### config.mk
export PLATFORM = sky130hd
export DESIGN_NAME = top_level_connective_splitter_top
export DESIGN_NICKNAME = d
export VERILOG_FILES = /design/src/sv/tlcs_pkg.sv /design/src/sv/top_level_connective_splitter_top.sv
export SDC_FILE = /design/constraint.sdc
export NUM_CORES = 1
export LEC_CHECK = 0
export BUFFER_PORTS_ARGS = -buffer_cell sky130_fd_sc_hd__buf_2
export CAP_MARGIN = 40
export CORE_UTILIZATION = 55
export CTS_CLUSTER_SIZE = 10
export DETAILED_ROUTE_END_ITERATION = 16
export PLACE_DENSITY_LB_ADDON = 0.15
export SETUP_SLACK_MARGIN = 0.1
export SYNTH_ARGS = -nofsm -noshare
export SYNTH_HDL_FRONTEND = slang
export SYNTH_SLANG_ARGS = --single-unit
### constraint.sdc
create_clock -name clk -period 3.6 [get_ports clk]
set_clock_uncertainty 0.2 [all_clocks]
set_input_delay 0.9 -clock clk [delete_from_list [all_inputs] [get_ports clk]]
set_output_delay 0.9 -clock clk [all_outputs]
set_load 0.01 [all_outputs]
### src/sv/tlcs_pkg.sv
// ----------------------------------------------------------------------------
// tlcs_pkg: shared types and byte classification for the connective splitter
// Holds the scan state, the result kinds, the character constants and the
// function that classifies the front byte of the lookahead window.
// ----------------------------------------------------------------------------
package tlcs_pkg;

  // Width of the signed parenthesis depth counter.
  localparam int DEPTH_BITS = 8;
  localparam int WIN_LEN    = 4;

  typedef logic signed [DEPTH_BITS-1:0] depth_t;

  localparam depth_t DEPTH_MAX = {1'b0, {(DEPTH_BITS-1){1'b1}}};
  localparam depth_t DEPTH_MIN = {1'b1, {(DEPTH_BITS-1){1'b0}}};

  typedef enum logic [1:0] {
    KIND_TEXT = 2'd0,
    KIND_AND  = 2'd1,
    KIND_OR   = 2'd2,
    KIND_CONT = 2'd3
  } kind_t;

  localparam logic [7:0] CH_AMP    = 8'h26;  // &
  localparam logic [7:0] CH_BAR    = 8'h7C;  // |
  localparam logic [7:0] CH_LPAREN = 8'h28;  // (
  localparam logic [7:0] CH_RPAREN = 8'h29;  // )
  localparam logic [7:0] CH_UNDER  = 8'h5F;  // _
  localparam logic [7:0] CH_SQUOTE = 8'h27;  // '
  localparam logic [7:0] CH_DQUOTE = 8'h22;  // "
  localparam logic [7:0] CH_BSLASH = 8'h5C;  // backslash
  localparam logic [7:0] CH_LOW_A  = 8'h61;
  localparam logic [7:0] CH_LOW_D  = 8'h64;
  localparam logic [7:0] CH_LOW_N  = 8'h6E;
  localparam logic [7:0] CH_LOW_O  = 8'h6F;
  localparam logic [7:0] CH_LOW_R  = 8'h72;
  localparam logic [7:0] CH_LOW_Z  = 8'h7A;
  localparam logic [7:0] CH_UP_A   = 8'h41;
  localparam logic [7:0] CH_UP_Z   = 8'h5A;
  localparam logic [7:0] CH_DIG_0  = 8'h30;
  localparam logic [7:0] CH_DIG_9  = 8'h39;
  localparam logic [7:0] CASE_BIT  = 8'h20;

  typedef struct packed {
    depth_t     depth;
    logic       in_quote;
    logic       quote_is_double;
    logic [7:0] prior_byte;
    logic       at_start;
    logic [1:0] skip_left;
  } scan_state_t;

  localparam scan_state_t SCAN_RESET = '{
    depth:           '0,
    in_quote:        1'b0,
    quote_is_double: 1'b0,
    prior_byte:      8'h00,
    at_start:        1'b1,
    skip_left:       2'd0
  };

  typedef struct packed {
    kind_t       kind;
    scan_state_t st;
  } cls_result_t;

  function automatic logic is_word_byte(input logic [7:0] c);
    return (c >= CH_DIG_0 && c <= CH_DIG_9) || (c >= CH_LOW_A && c <= CH_LOW_Z) ||
           (c >= CH_UP_A && c <= CH_UP_Z) || (c == CH_UNDER);
  endfunction

  function automatic logic [7:0] fold(input logic [7:0] c);
    return (c >= CH_UP_A && c <= CH_UP_Z) ? (c | CASE_BIT) : c;
  endfunction

  // Classifies w0 given the bytes that follow it; n counts the valid bytes
  // of the window (1 to 4), and nothing follows them when n is below 4.
  function automatic cls_result_t classify(input scan_state_t s,
                                           input logic [7:0] w0,
                                           input logic [7:0] w1,
                                           input logic [7:0] w2,
                                           input logic [7:0] w3,
                                           input logic [2:0] n);
    cls_result_t r;
    logic        left_ok;
    logic [7:0]  q;
    r.st    = s;
    r.kind  = KIND_TEXT;
    left_ok = s.at_start || !is_word_byte(s.prior_byte);
    q       = s.quote_is_double ? CH_DQUOTE : CH_SQUOTE;
    if (s.skip_left != 2'd0) begin
      r.st.skip_left = s.skip_left - 2'd1;
      r.kind         = KIND_CONT;
    end else if (s.in_quote) begin
      if (w0 == q && s.prior_byte != CH_BSLASH) r.st.in_quote = 1'b0;
    end else if (w0 == CH_SQUOTE || w0 == CH_DQUOTE) begin
      r.st.in_quote        = 1'b1;
      r.st.quote_is_double = (w0 == CH_DQUOTE);
    end else if (w0 == CH_LPAREN) begin
      if (s.depth != DEPTH_MAX) r.st.depth = s.depth + depth_t'(1);
    end else if (w0 == CH_RPAREN) begin
      if (s.depth != DEPTH_MIN) r.st.depth = s.depth - depth_t'(1);
    end else if (s.depth[DEPTH_BITS-1] || s.depth == '0) begin
      if (n >= 3'd2 && w0 == CH_AMP && w1 == CH_AMP) begin
        r.kind         = KIND_AND;
        r.st.skip_left = 2'd1;
      end else if (n >= 3'd2 && w0 == CH_BAR && w1 == CH_BAR) begin
        r.kind         = KIND_OR;
        r.st.skip_left = 2'd1;
      end else if (left_ok && n >= 3'd3 && fold(w0) == CH_LOW_A &&
                   fold(w1) == CH_LOW_N && fold(w2) == CH_LOW_D &&
                   (n < 3'd4 || !is_word_byte(w3))) begin
        r.kind         = KIND_AND;
        r.st.skip_left = 2'd2;
      end else if (left_ok && n >= 3'd2 && fold(w0) == CH_LOW_O &&
                   fold(w1) == CH_LOW_R && (n < 3'd3 || !is_word_byte(w2))) begin
        r.kind         = KIND_OR;
        r.st.skip_left = 2'd1;
      end
    end
    r.st.prior_byte = w0;
    r.st.at_start   = 1'b0;
    return r;
  endfunction

endpackage

### src/sv/top_level_connective_splitter_top.sv
// ----------------------------------------------------------------------------
// top_level_connective_splitter_top: top-level connective finder
// Classifies each byte of a filter expression as text, start of an AND,
// start of an OR, or a later byte of a connective, one byte per cycle while the input is not stalled.
// ----------------------------------------------------------------------------
// Results: a byte's result is registered at the transfer that brings the
//   third byte after it, or during the end-of-string drain.
// Throughput: one byte per cycle while the output takes results; after the
//   in_last transfer the input stalls; held bytes (one to four) drain alike.
// Reset: rst is synchronous and active high; it empties the window and
//   returns the scan state to the start of a string.
module top_level_connective_splitter_top (
  input  logic       clk,
  input  logic       rst,
  input  logic [7:0] in_char,
  input  logic       in_last,
  input  logic       in_valid,
  output logic       in_stall,
  output logic [7:0] out_char,
  output logic [1:0] kind,
  output logic       out_last,
  output logic       out_valid,
  input  logic       out_stall
);
  import tlcs_pkg::*;

  // The lookahead window: win[0] is the oldest byte. cnt counts the held
  // bytes; it stays at three or below inside a string and reaches four only
  // when the final byte lands and the drain begins.
  logic [7:0]  win [WIN_LEN];
  logic [2:0]  cnt;
  logic        flushing;
  scan_state_t st;

  logic        out_ready;
  logic        in_xfer;
  logic        emit_norm;
  logic        emit_flush;
  logic        emit;
  logic [7:0]  c0, c1, c2, c3;
  logic [2:0]  n_valid;
  cls_result_t cls;

  // The output register can take a new result when it is empty or when its
  // current result is being transferred in this cycle.
  assign out_ready = !out_valid || !out_stall;

  // Input is held off while draining, and when a full window would have to
  // emit a result that the output register cannot take.
  assign in_stall  = flushing || (cnt == 3'd3 && !out_ready);
  assign in_xfer   = in_valid && !in_stall;

  // In steady state the new byte completes the window and the front byte is
  // classified in the same cycle. During the drain, while the output can take
  // them, the held bytes go out one per cycle with the count of bytes held.
  assign emit_norm  = in_xfer && !in_last && cnt == 3'd3;
  assign emit_flush = flushing && out_ready;
  assign emit       = emit_norm || emit_flush;

  always_comb begin
    if (flushing) begin
      c0      = win[0];
      c1      = win[1];
      c2      = win[2];
      c3      = win[3];
      n_valid = cnt;
    end else begin
      c0      = win[0];
      c1      = win[1];
      c2      = win[2];
      c3      = in_char;
      n_valid = 3'd4;
    end
  end

  assign cls = classify(st, c0, c1, c2, c3, n_valid);

  // Window storage has no reset; cnt tells which entries hold bytes.
  always_ff @(posedge clk) begin
    if (emit_norm) begin
      win[0] <= win[1];
      win[1] <= win[2];
      win[2] <= in_char;
    end else if (in_xfer) begin
      win[cnt[1:0]] <= in_char;
    end else if (emit_flush) begin
      win[0] <= win[1];
      win[1] <= win[2];
      win[2] <= win[3];
    end
  end

  // Control state: fill count, drain flag and the scan state. The scan
  // state returns to its start value once the last byte has been emitted.
  always_ff @(posedge clk) begin
    if (rst) begin
      cnt      <= 3'd0;
      flushing <= 1'b0;
      st       <= SCAN_RESET;
    end else if (emit_norm) begin
      st <= cls.st;
    end else if (in_xfer) begin
      cnt      <= cnt + 3'd1;
      flushing <= in_last;
    end else if (emit_flush) begin
      cnt <= cnt - 3'd1;
      if (cnt == 3'd1) begin
        flushing <= 1'b0;
        st       <= SCAN_RESET;
      end else begin
        st <= cls.st;
      end
    end
  end

  // Result register. It is loaded whenever it can take a result; its valid
  // flag is control state and is cleared by reset.
  always_ff @(posedge clk) begin
    if (rst) begin
      out_valid <= 1'b0;
    end else if (out_ready) begin
      out_valid <= emit;
    end
  end

  always_ff @(posedge clk) begin
    if (out_ready && emit) begin
      out_char <= c0;
      kind     <= cls.kind;
      out_last <= emit_flush && cnt == 3'd1;
    end
  end

`ifndef SYNTHESIS
  // Outside a drain the window never holds a full four bytes.
  a_cnt_bound: assert property (@(posedge clk) disable iff (rst)
    !flushing |-> cnt <= 3'd3)
    else $error("window count out of range outside a drain");

  // A drain always has at least one byte left to emit.
  a_flush_nonempty: assert property (@(posedge clk) disable iff (rst)
    flushing |-> cnt != 3'd0)
    else $error("drain active with an empty window");

  // A final byte starts a drain in the next cycle.
  a_last_starts_flush: assert property (@(posedge clk) disable iff (rst)
    (in_valid && !in_stall && in_last) |=> flushing)
    else $error("final byte did not start a drain");

  // After the last byte of a string is emitted the scan state is back at
  // the start of a string.
  a_end_resets_scan: assert property (@(posedge clk) disable iff (rst)
    (emit_flush && cnt == 3'd1) |=> (st == SCAN_RESET && cnt == 3'd0))
    else $error("scan state not restored at end of string");

  // At most two continuation bytes follow the start of a connective.
  a_skip_bound: assert property (@(posedge clk) disable iff (rst)
    st.skip_left != 2'd3)
    else $error("continuation count out of range");
`endif

endmodule

After elaboration in Yosys (flattened, before gate mapping)
Memory sizes are Yosys's and may differ from the RTL's.
Cells that the tools add are included.
{"block": "word_totals", "ram_bits": 32, "output_inout_bits": 13, "inputBits": 13, "memories": 1, "regBits": 37, "word_cells": 195}
{"block": "op_classes", "muxes": 58, "n_eq_ne": 23, "n_bitwise": 4, "reduce_logical": 66, "add_sub_neg": 5, "order_cmp": 26}
{"name": "win", "depth": 4, "width": 8, "rd": 4, "rd_ports_with_merged_regs": 0, "write_ports": 3, "line_no": "top_level_connective_splitter_top.sv:30", "text": "logic [7:0] win [WIN_LEN];"}
{"op": "two-way mux 21 bit", "count": 4}
{"op": "equality test 8 x 7 -> 1 bit, second input constant", "count": 10}
{"op": "two-way mux 8 bit", "count": 9}
{"op": "greater-or-equal comparator 8 x 7 -> 1 bit, second input constant", "count": 8}
{"op": "less-or-equal comparator 8 x 7 -> 1 bit, second input constant", "count": 8}
{"op": "equality test 8 x 6 -> 1 bit, second input constant", "count": 6}
{"op": "two-way mux 2 bit", "count": 19}
{"op": "logical AND 1 bit", "count": 32}
{"op": "two-way mux 10 bit", "count": 3}
{"op": "greater-or-equal comparator 8 x 6 -> 1 bit, second input constant", "count": 3}
{"op": "less-or-equal comparator 8 x 6 -> 1 bit, second input constant", "count": 3}
{"op": "two-way mux 6 bit", "count": 3}
{"op": "logical OR 1 bit", "count": 17}
{"op": "two-way mux 1 bit", "count": 16}
{"op": "!= test 8 bit, second input constant", "count": 2}
{"op": "two-way mux 3 bit", "count": 4}
{"op": "adder 8 x 2 -> 8 bit, second input constant", "count": 1}
{"op": "equality test 8 x 6 -> 1 bit", "count": 1}
{"op": "zero test 1 bit", "count": 8}
{"op": "zero test 8 bit", "count": 1}
{"op": "!= test 8 x 7 -> 1 bit, second input constant", "count": 1}
{"op": "nonzero test 2 bit", "count": 4}
{"op": "OR reduction 8 bit", "count": 1}
{"op": "subtractor 8 x 2 -> 8 bit, second input constant", "count": 1}
{"op": "other kinds (13)", "count": 17}

Depth between registers and ports, before layout
Gate-level depths: netlist (run 1).
{"block": "logic_depth", "ltp_word": 25, "depth_mapped": 10, "depth_no_buf": 9}

Worst setup path after synthesis (run 1)
Ideal clock, no wire load.
{"block": "synth_path", "kind": "input -> register", "startpoint": "input in_last", "endpoint": "register st[15] in the netlist's numbering", "setup_ns": 0.074, "required_time_ns": 3.326, "setup_slack_ns": 0.957, "path_stages": 7, "t_arrival_ns": 2.369, "path_buffers": 1, "cell_sequence": "and3b_1 -> o21ai_2 -> inv_1 -> and3_1 -> buf_2 -> a221o_1 -> a31oi_1"}
{"block": "synth_between", "elab_chain_len": 5, "word_cells_on_any_way": 7, "cone_classes": "eq/ne (1); mux (1); reduce/logical (5)"}
{"item": "from (decl)", "line_no": "top_level_connective_splitter_top.sv:16", "text": "input logic in_last,"}
{"item": "zero test 1 bit *", "line_no": "top_level_connective_splitter_top.sv:56", "text": "assign emit_norm = in_xfer && !in_last && cnt == 3'd3;"}
{"item": "logical AND 1 bit * (2 in series)", "line_no": "top_level_connective_splitter_top.sv:56"}
{"item": "!= test 2 x 1 -> 1 bit (no source line) / nonzero test 2 bit (equally long branches)"}
{"item": "AND reduction 2 bit (no source line)"}
{"item": "to (signal assigned)", "line_no": "top_level_connective_splitter_top.sv:101", "text": "st <= cls.st;"}
{"item": "to (signal assigned)", "line_no": "top_level_connective_splitter_top.sv:111", "text": "st <= cls.st;"}
{"item": "to (decl)", "line_no": "top_level_connective_splitter_top.sv:33", "text": "scan_state_t st;"}
Every way passes the cells marked *; elsewhere a longest branch is shown, timed or not.
A chain may end at the register's enable or synchronous reset.

==> run_results.csv, run 1 <==
group,metric,value,unit
status,status,"complete, but fails checks",
status,violations,"DRC",
hold_path,min_path_type,"reg -> reg",
clock_tree,path_clk_slew,0.08,ns
pwr,power.density,492,nW/um2
die,core,6460,um2
yosys,synth_compound_area_frac,0.155,
clock_tree,cts_tree,"yes",
layout,drive_above_1_share,0.196,
yosys,synthSimpleGateAreaFrac,0.194,
detailed_routing,drt_iter0_drc,232,
clock_tree,post-cts-setup-buffer-count,0,
sta,timing.final.crit_share,0.826,
yosys,synth_edf_count,43,
yosys,yosys_warnings,0,
pwr,ir_worst_vdd,0.295,mV
detailed_routing,ant_nets,0,
global_routing,grt_pass1_wl,14000,um
die,dieArea,7120,um2
critical_path,critical-path-top-delay-family,"simple AND/OR/NAND/NOR gates",
sta,finalHoldViolCount,0,
yosys,synth.area.mux_share,0.100,
placed_design,dp_hpwl,6140,um
layout,most-common-layout-cells,"edfxtp_1, nand2_1, nor2_1, mux2_2",
critical_path,arrival,2.79,ns
clock_tree,clock_sinks,69,
die,start_util,0.578,
sta,slew_viol_final,0,
sta,layout_min_cycle_time,2.97,ns
clock_tree,insertion_delay,0.35,ns
clock_tree,cts.path.max_buffers,2,
global_routing,grt_use_total,0.251,
clock_tree,htree_levels,3,
global_routing,grt_pass1_vias,2812,
yosys,synth-seq-area-share,0.485,
sta,final-setup-viol-count,0,
clock_tree,cts_buffers,9,
die,die_w,84.4,um
global_routing,antenna_found_initial,0,
placed_design,gp_congestion,0.875,
yosys,syn_nets,388,
yosys,synth-adder-area-share,0.0268,
clock_tree,holdBufCountCts,0,
layout,layout.nets,414,
sta,fmax,0.336,GHz
detailed_routing,wirelength,8550,um
sta,setup_ws,0.628,ns
detailed_routing,met1_length,4010,um
die,io_pins,26,
yosys,synth_area_per_cell,10.2,um2
detailed_routing,routed.top_layer,"met4",
sta,slew_headroom,0.519,
detailed_routing,routed-wl-met3,285,um
critical_path,critPathCaptureType,"flop",
detailed_routing,drc,2,
critical_path,crit_slowest_cell,"a21oi_1",
critical_path,max_stage_delay,0.45,ns
yosys,synth-seq-cells,69,
detailed_routing,wire_per_inst,18.0,um
yosys,netlist_area,3730,um2
yosys,ys_types,54,
yosys,yosys_most_used_dff,"edfxtp_1",
yosys,netlist_top_cells_area,"edfxtp_1, dfxtp_1, mux2_2",
clock_tree,post_cts_resized,0,
critical_path,path_cells,"ha_1, ha_1, a31oi_1, nand2_1, a21oi_1, nand2_1, nand2_1",
yosys,synth_top_family_by_area,"simple AND/OR/NAND/NOR gates",
yosys,synth_xor_area_frac,0.00939,
detailed_routing,vias,3023,
placed_design,place_worst_setup_slack,0.433,ns
yosys,yosys.area.top_type_share,0.346,
detailed_routing,via_per_inst,6.36,
sta,worstMarginPinSlew,0.720,ns
die,die_h,84.4,um
critical_path,critPathLaunchType,"flop",
critical_path,critical_path.most_common_cell,"nand2_1",
yosys,async_flop_share,0,
clock_tree,clockRootBuffer,"clkbuf_8",
layout,insertedDiodeCount,0,
pwr,p_leak,1.43,nW
critical_path,critical_path_class,"reg -> reg",
layout,fillCellCount,557,
critical_path,cp.required,3.42,ns
global_routing,grt_max_degree,19,
critical_path,cp_num_buf_inv,0,
yosys,synth_top_area_cell,"edfxtp_1",
yosys,synth_cells,367,
critical_path,cp_max_fo,9,
layout,mostFrequentLayoutCell,"edfxtp_1",
die,fp-row-count,29,
placed_design,portBuffers,25,
detailed_routing,dr_wl_met2,4100,um
run,drv_cap,0,
detailed_routing,drt_first_pass_iters,10,
layout,area_growth_syn_to_layout,11.0,%
sta,rsz0062_at_grt,"false",
global_routing,grt.overflow.total,0,
sta,setup_tns,0,ns
==> worst register-to-register path, cell delays in order (launching register included) <==
cell     delay, ns
dfxtp_1       0.35
ha_1          0.23
ha_1          0.21
a31oi_1       0.33
nand2_1       0.12
a21oi_1       0.45
nand2_1       0.37
nand2_1       0.38
==> final timing paths <==
check	start	end	slack, ns	cells past startpoint
max	cnt[0]$_SDFFE_PP0P_	win[1][0]$_DFFE_PP_	0.63	7
min	st[1]$_SDFFE_PP0P_	st[1]$_SDFFE_PP0P_	0.28	2
max reg2reg	cnt[0]$_SDFFE_PP0P_	win[1][0]$_DFFE_PP_	0.63	7
min reg2reg	st[1]$_SDFFE_PP0P_	st[1]$_SDFFE_PP0P_	0.28	2
==> routing by layer <==
metal | track usage | vias to the layer above
li1 | - | 1459
met1 | 0.335 | 1484
met2 | 0.414 | 65
met3 | 0.0374 | 15
met4 | 0.102 | 0
met5 | 0 | -
==> cell usage after synthesis, types with 7 or more instances <==
master	count
mux2_2	27
ha_1	8
a21oi_1	21
nor2_1	31
clkbuf_1	10
o21ai_0	19
dfxtp_1	26
nand2_1	37
nand3_1	12
edfxtp_1	43
mux2i_1	7
inv_1	13
a22oi_1	8
nor4_1	7
==> registers in the layout, summed over array words and instances, names as in the netlist <==
signal and cells:
cnt 3, out_char 8, kind 2, flushing 1, out_valid 1, st 21
win 32, out_last 1
==> metrics by stage <==
stage / cell area [um2] / cells / total power (W) / hold slack, ns / util
after global routing: 4140 / 475 / 0.00212 / 0.293 / 0.641
after CTS: 4140 / 475 / 0.00204 / 0.281 / 0.641
after global placement: 3920 / 458 / 0.00134 / 0.259 / 0.607
final: 4140 / 475 / 0.00204 / 0.283 / 0.641
after floorplan: 3730 / 367 / 0.00124 / 0.225 / -
after detailed placement: 3930 / 459 / 0.00135 / 0.265 / 0.608
==> logic make-up after synthesis <==
logic type               count (synthesis)
AO/OA/AOI/OAI                           87
XOR/XNOR                                 4
adder cells (fa/ha/maj)                  8
buffers and inverters                   28
flip-flops                              69
multiplexers                            34
AND/OR/NAND/NOR                        137
==> where the power goes <==
group	internal, W	leakage, nW	switching, W
logic	0.000137	0.712	0.000178
clock network	0.000390	0.110	0.000309
registers	0.000933	0.612	0.0000919
total	0.00146	1.43	0.000579
==> layout make-up <==
| type | instances | area [um2] | area share |
|---|---|---|---|
| Clock buffer | 10 | 128 | 0.0308 |
| Clock inverter | 6 | 87.6 | 0.0211 |
| Inverter | 13 | 48.8 | 0.0118 |
| Multi-Input combinational cell | 270 | 1810 | 0.437 |
| Sequential cell | 69 | 1810 | 0.437 |
| Tap cell | 77 | 96.3 | 0.0233 |
| Timing Repair Buffer | 30 | 160 | 0.0387 |
(Power assumes the default switching activity.)
==> run 2: changes to the inputs <==
--- a/config.mk
+++ b/config.mk
@@ -5,6 +5,7 @@
 export SDC_FILE = /design/constraint.sdc
 export NUM_CORES = 1
 export LEC_CHECK = 0
+export ABC_AREA = 1
 export BUFFER_PORTS_ARGS = -buffer_cell sky130_fd_sc_hd__buf_2
 export CAP_MARGIN = 40
 export CORE_UTILIZATION = 55
==> constraint.sdc (replaced) <==
create_clock -name clk -period 2.4 [get_ports clk]
set_clock_uncertainty 0.2 [all_clocks]
set_input_delay 0.6 -clock clk [delete_from_list [all_inputs] [get_ports clk]]
set_output_delay 0.6 -clock clk [all_outputs]
set_load 0.01 [all_outputs]
==> run 2 against run 1 <==
The flow now finishes without violations. Final cell count increased by 38%. Clock power increased by 36%. Count of clock-buffer cells in the layout increased by 2. Wire length increased by 6.9%. Synthesized area increased by 6.0%. Critical endpoint is now in_stall.
==> run_results.csv, run 2 <==
group,metric,value,unit
global_routing,grt_pass1_wl,15300,um
clock_tree,cts.path.max_buffers,2,
sta,rsz0062_at_grt,"false",
yosys,synth-seq-area-share,0.458,
placed_design,gp_congestion,0.901,
clock_tree,cts_buffers,9,
die,die_w,86.8,um
detailed_routing,drt_iter0_drc,372,
global_routing,grt.overflow.total,0,
global_routing,grt_pass1_vias,3319,
sta,worstMarginPinSlew,0.485,ns
critical_path,critical_path.most_common_cell,"ha_1",
pwr,power.total,0.00292,W
die,dieArea,7540,um2
layout,insertedDiodeCount,0,
detailed_routing,wirelength,9140,um
pwr,power.density,661,nW/um2
yosys,netlist_area,3960,um2
layout,area_growth_syn_to_layout,11.7,%
yosys,ys_types,40,
critical_path,cp.required,1.60,ns
global_routing,grt-busiest-layer,"met2",
layout,final_cell_count_no_fill,655,
layout,layout.nets,575,
global_routing,antenna_found_initial,0,
hold_path,min_path_type,"in -> reg",
critical_path,cp_max_fo,3,
yosys,synth_common_cells,"nand2_1, inv_1, nor2_1, o21ai_0, edfxtp_1",
layout,largest_reg_flops,32,
detailed_routing,drc,0,
run,drv_cap,0,
yosys,netlist_top_cells_area,"edfxtp_1, dfxtp_1, nand2_1",
clock_tree,cts_tree,"yes",
die,start_util,0.576,
pwr,p_leak,1.89,nW
critical_path,path_cells,"ha_1, ha_1, nand2_2, nand2_1, buf_2",
clock_tree,post-cts-setup-buffer-count,0,
clock_tree,path_clk_slew,0.08,ns
global_routing,grt_use_total,0.267,
placed_design,dp_hpwl,6970,um
yosys,synth_top_area_cell,"edfxtp_1",
yosys,yosysMostFrequentCell,"nand2_1",
die,core,6870,um2
sta,timing.final.crit_share,0.932,
yosys,async_flop_share,0,
layout,mostFrequentLayoutCell,"nand2_1",
sta,slew_viol_final,0,
die,fp-row-count,30,
sta,layout_min_cycle_time,2.24,ns
placed_design,place_inst,639,
layout,drive_above_1_share,0.154,
clock_tree,insertion_delay,0.35,ns
sta,setup_tns,0,ns
yosys,synth-seq-cells,69,
critical_path,critical_path_class,"reg -> out",
detailed_routing,via_per_inst,5.35,
global_routing,grtUsageMet3,0.0533,
detailed_routing,ant_nets,0,
global_routing,met1_usage,0.350,
layout,most-common-layout-cells,"nand2_1, inv_1, nor2_1, o21ai_0, edfxtp_1",
sta,finalHoldViolCount,0,
yosys,syn_nets,539,
layout,top_regs,"win (32), st (21), out_char (8)",
layout,largest_register,"win",
detailed_routing,drt_first_pass_iters,5,
global_routing,met2_usage,0.428,
clock_tree,clock_sinks,69,
yosys,yosys_warnings,0,
critical_path,critPathCaptureType,"output port",
status,status,"finished clean",
sta,slew_headroom,0.674,
global_routing,grt_max_degree,18,
pwr,ir_worst_vdd,0.394,mV
die,die_h,86.8,um
yosys,synth_area_per_cell,7.64,um2
detailed_routing,wire_per_inst,14.0,um
critical_path,max_stage_delay,0.34,ns
sta,final-setup-viol-count,0,
yosys,yosys.area.top_type_share,0.326,
sta,fmax,0.447,GHz
clock_tree,htree_levels,3,
critical_path,critPathLaunchType,"flop",
critical_path,arrival,1.44,ns
yosys,yosys_most_used_dff,"edfxtp_1",
yosys,synth_cells,518,
die,io_pins,26,
yosys,synth_edf_count,43,
detailed_routing,vias,3501,
critical_path,cp_num_buf_inv,1,
critical_path,critical-path-top-delay-family,"adder cells",
critical_path,crit_slowest_cell,"dfxtp_1",
placed_design,portBuffers,25,
clock_tree,clockRootBuffer,"clkbuf_8",
[run 2: changes by cell type in the layout (fill, tap and decap cells not counted), moves of 12 or more]
cell,previous run,this run
inv_1,13,57
inv_2,0,15
mux2_2,27,0
nand2_1,37,136
nand3_1,12,24
nor2_1,31,50
o21ai_0,19,46
[run 2: final cells by class]
cell class                 instances  area, um2
clock buffer                      12        145
clock inverter                     4       50.0
fill                             606       2450
inverter                          75        289
multi-input combinational        365       1810
sequential                        69       1810
tap                               96        120
timing repair buffer              34        193
[run 2: path summary, 6_finish.rpt]
kind	cells past startpoint	slack (ns)	from	endpoint
max reg2reg	9	0.24	cnt[0]$_SDFFE_PP0P_	win[0][7]$_DFFE_PP_
max	5	0.16	cnt[0]$_SDFFE_PP0P_	in_stall
min reg2reg	2	0.27	st[11]$_SDFFE_PP0P_	st[11]$_SDFFE_PP0P_
min	1	0.24	in_char[1]	win[3][1]$_DFFE_PP_
[run 2: metal layers]
layer,up-vias,routed length [um],part of all wire
li1,1780,-,-
met1,1602,4170,0.46
met2,99,4300,0.47
met3,20,498,0.054
met4,0,167,0.018
met5,-,0,0
[run 2: stage by stage]
step / setup WS [ns] / hold slack, ns / util / instance area [um2]
after floorplan: 0.160 / 0.244 / - / 3960
after global placement: 0.201 / 0.254 / 0.615 / 4220
after detailed placement: 0.174 / 0.258 / 0.615 / 4220
after CTS: 0.130 / 0.229 / 0.643 / 4420
after global routing: 0.101 / 0.219 / 0.644 / 4420
final: 0.162 / 0.239 / 0.644 / 4420
[run 2: power breakdown]
group | switching, W | total (W) | internal (W)
logic | 0.000330 | 0.000496 | 0.000165
clock network | 0.000445 | 0.000952 | 0.000508
registers | 0.0000939 | 0.00147 | 0.00138
total | 0.000869 | 0.00292 | 0.00205
[run 2: kinds of logic (layout without fill, tap and decap cells)]
logic type | count (synthesis) | in the layout | share of synthesized area
AOI/OAI and AO/OA | 99 | 99 | 0.135
xor gates and xnor gates | 6 | 6 | 0.0133
adders and majority gates | 8 | 8 | 0.0253
buffers and inverters | 84 | 125 | 0.0863
DFF | 69 | 69 | 0.458
and+or+nand+nor | 252 | 252 | 0.282
[run 2: what timing repair did]
item,in CTS,in global routing
resized for setup,0,3
endpoints found under the setup margin,0,23
hold buffers,0,0
==> run 3: changes to the inputs <==
--- a/config.mk
+++ b/config.mk
@@ -8,6 +8,7 @@
 export ABC_AREA = 1
 export BUFFER_PORTS_ARGS = -buffer_cell sky130_fd_sc_hd__buf_2
 export CAP_MARGIN = 40
+export CORE_MARGIN = 2
 export CORE_UTILIZATION = 55
 export CTS_CLUSTER_SIZE = 10
 export DETAILED_ROUTE_END_ITERATION = 16
==> run 3 against run 2 <==
Worst setup slack improved by 0.0094 ns. Maximum frequency rose by 0.42%. Sequential cell count did not move. Wire length fell by 2.1%. Hold slack barely moved. Non-clock buffer count did not move. Count of clock-buffer cells in the layout fell by 2.
==> run_results.csv, run 3 (synthesis gave the netlist of run 2 again) <==
group,metric,value,unit
clock_tree,cts.path.max_buffers,2,
pwr,p_sw,0.000898,W
clock_tree,htree_levels,3,
layout,insertedDiodeCount,0,
sta,slew_headroom,0.689,
pwr,netSwitchingFraction,0.296,
sta,rsz0062_at_grt,"false",
critical_path,critPathCaptureType,"output port",
critical_path,critical_path_class,"reg -> out",
placed_design,gp_congestion,0.883,
die,die_w,88.8,um
layout,most-common-layout-cells,"nand2_1, inv_1, nor2_1, o21ai_0, edfxtp_1",
placed_design,portBuffers,25,
critical_path,arrival,1.43,ns
layout,final_cell_count_no_fill,655,
sta,timing.final.crit_share,0.929,
placed_design,place_inst,639,
global_routing,grt_pass1_wl,14900,um
layout,top_regs,"win (32), st (21), out_char (8)",
placed_design,place_worst_setup_slack,0.147,ns
detailed_routing,ant_nets,0,
sta,finalHoldViolCount,0,
global_routing,grt.overflow.total,0,
die,die_h,88.8,um
pwr,ir_worst_vdd,0.394,mV
detailed_routing,via_per_inst,5.27,
sta,setup_ws,0.171,ns
sta,fmax,0.449,GHz
detailed_routing,drt_iter0_drc,233,
clock_tree,path_clk_slew,0.08,ns
layout,drive_above_1_share,0.165,
hold_path,min_path_type,"in -> reg",
detailed_routing,wirelength,8950,um
layout,mostFrequentLayoutCell,"nand2_1",
layout,area_growth_syn_to_layout,12.6,%
die,dieArea,7890,um2
die,fp-row-count,30,
pwr,p_leak,1.90,nW
critical_path,cp_max_fo,3,
layout,largest_register,"win",
die,start_util,0.576,
detailed_routing,wire_per_inst,13.7,um
clock_tree,clock_sinks,69,
die,core,6870,um2
layout,regArea,1810,um2
detailed_routing,drt_first_pass_iters,5,
pwr,p_clk_frac,0.353,
global_routing,antenna_found_initial,0,
layout,fillCellCount,598,
layout,layout.nets,575,
critical_path,cp.required,1.60,ns
clock_tree,cts_buffers,9,
critical_path,critPathLaunchType,"flop",
global_routing,grt_use_total,0.250,
sta,slew_viol_final,0,
run,drv_cap,0,
global_routing,grt_pass1_vias,3203,
detailed_routing,drc,0,
detailed_routing,vias,3454,
clock_tree,clockRootBuffer,"clkbuf_8",
pwr,seq_power_share,0.484,
pwr,intPower,0.00214,W
status,status,"finished clean",
placed_design,dp_hpwl,6910,um
pwr,power.density,682,nW/um2
layout,largest_reg_flops,32,
sta,layout_min_cycle_time,2.23,ns
layout,multi_input_area,1820,um2
sta,setup_tns,0,ns
clock_tree,cts_tree,"yes",
sta,final-setup-viol-count,0,
pwr,combPwrFrac,0.163,
die,io_pins,26,
global_routing,grt_max_degree,18,
clock_tree,insertion_delay,0.35,ns
sta,worstMarginPinSlew,0.462,ns
pwr,power.total,0.00304,W
run 3: layout make-up:
type,count,area share
well taps,96,0.0270
flip-flops and latches,69,0.407
clock buffers,10,0.0286
multi-input cells,365,0.408
inverters,75,0.0649
repair buffers,34,0.0432
clock inverters,6,0.0211
run 3: worst max-delay path, cell delays in order (launching register included):
cell,delay [ns]
dfxtp_1,0.34
ha_1,0.23
ha_1,0.21
nand2_2,0.10
nand2_1,0.06
buf_2,0.14
run 3: power groups by stage:
stage	logic [W]	registers [W]	clock network [W]
final	0.000496	0.00147	0.00107
after global routing	0.000563	0.00148	0.00114
after CTS	0.000489	0.00147	0.00110
after detailed placement	0.000486	0.00150	0
after global placement	0.000475	0.00149	0
after floorplan	0.000361	0.00147	0
run 3: timing repair:
item,4_1_cts,5_1_grt
setup buffers,0,0
resized for setup,0,7
endpoints found under the setup margin,0,36
hold buffers,0,0
run 3: per-stage QoR:
stage	hold WS [ns]	cell area [um2]	utilization
floorplan	0.244	3960	-
global placement	0.254	4220	0.615
detailed placement	0.267	4220	0.615
CTS	0.219	4440	0.647
global route	0.220	4460	0.649
finish	0.239	4460	0.649
run 3: path summary, 6_finish.rpt:
| path | startpoint | to | slack, ns | depth (start not counted) |
|---|---|---|---|---|
| setup reg to reg | cnt[0]$_SDFFE_PP0P_ | win[2][1]$_DFFE_PP_ | 0.23 | 9 |
| setup / recovery | cnt[0]$_SDFFE_PP0P_ | in_stall | 0.17 | 5 |
| hold reg to reg | st[11]$_SDFFE_PP0P_ | st[11]$_SDFFE_PP0P_ | 0.28 | 2 |
| hold / removal | in_char[4] | win[3][4]$_DFFE_PP_ | 0.24 | 1 |
run 3: layer usage:
| metal | GRT usage | vias to the layer above | wire, um |
|---|---|---|---|
| met5 | 0 | - | 0 |
| li1 | - | 1791 | - |
| met4 | 0.107 | 0 | 104 |
| met3 | 0.0448 | 9 | 547 |
| met1 | 0.343 | 1536 | 4210 |
| met2 | 0.389 | 118 | 4090 |
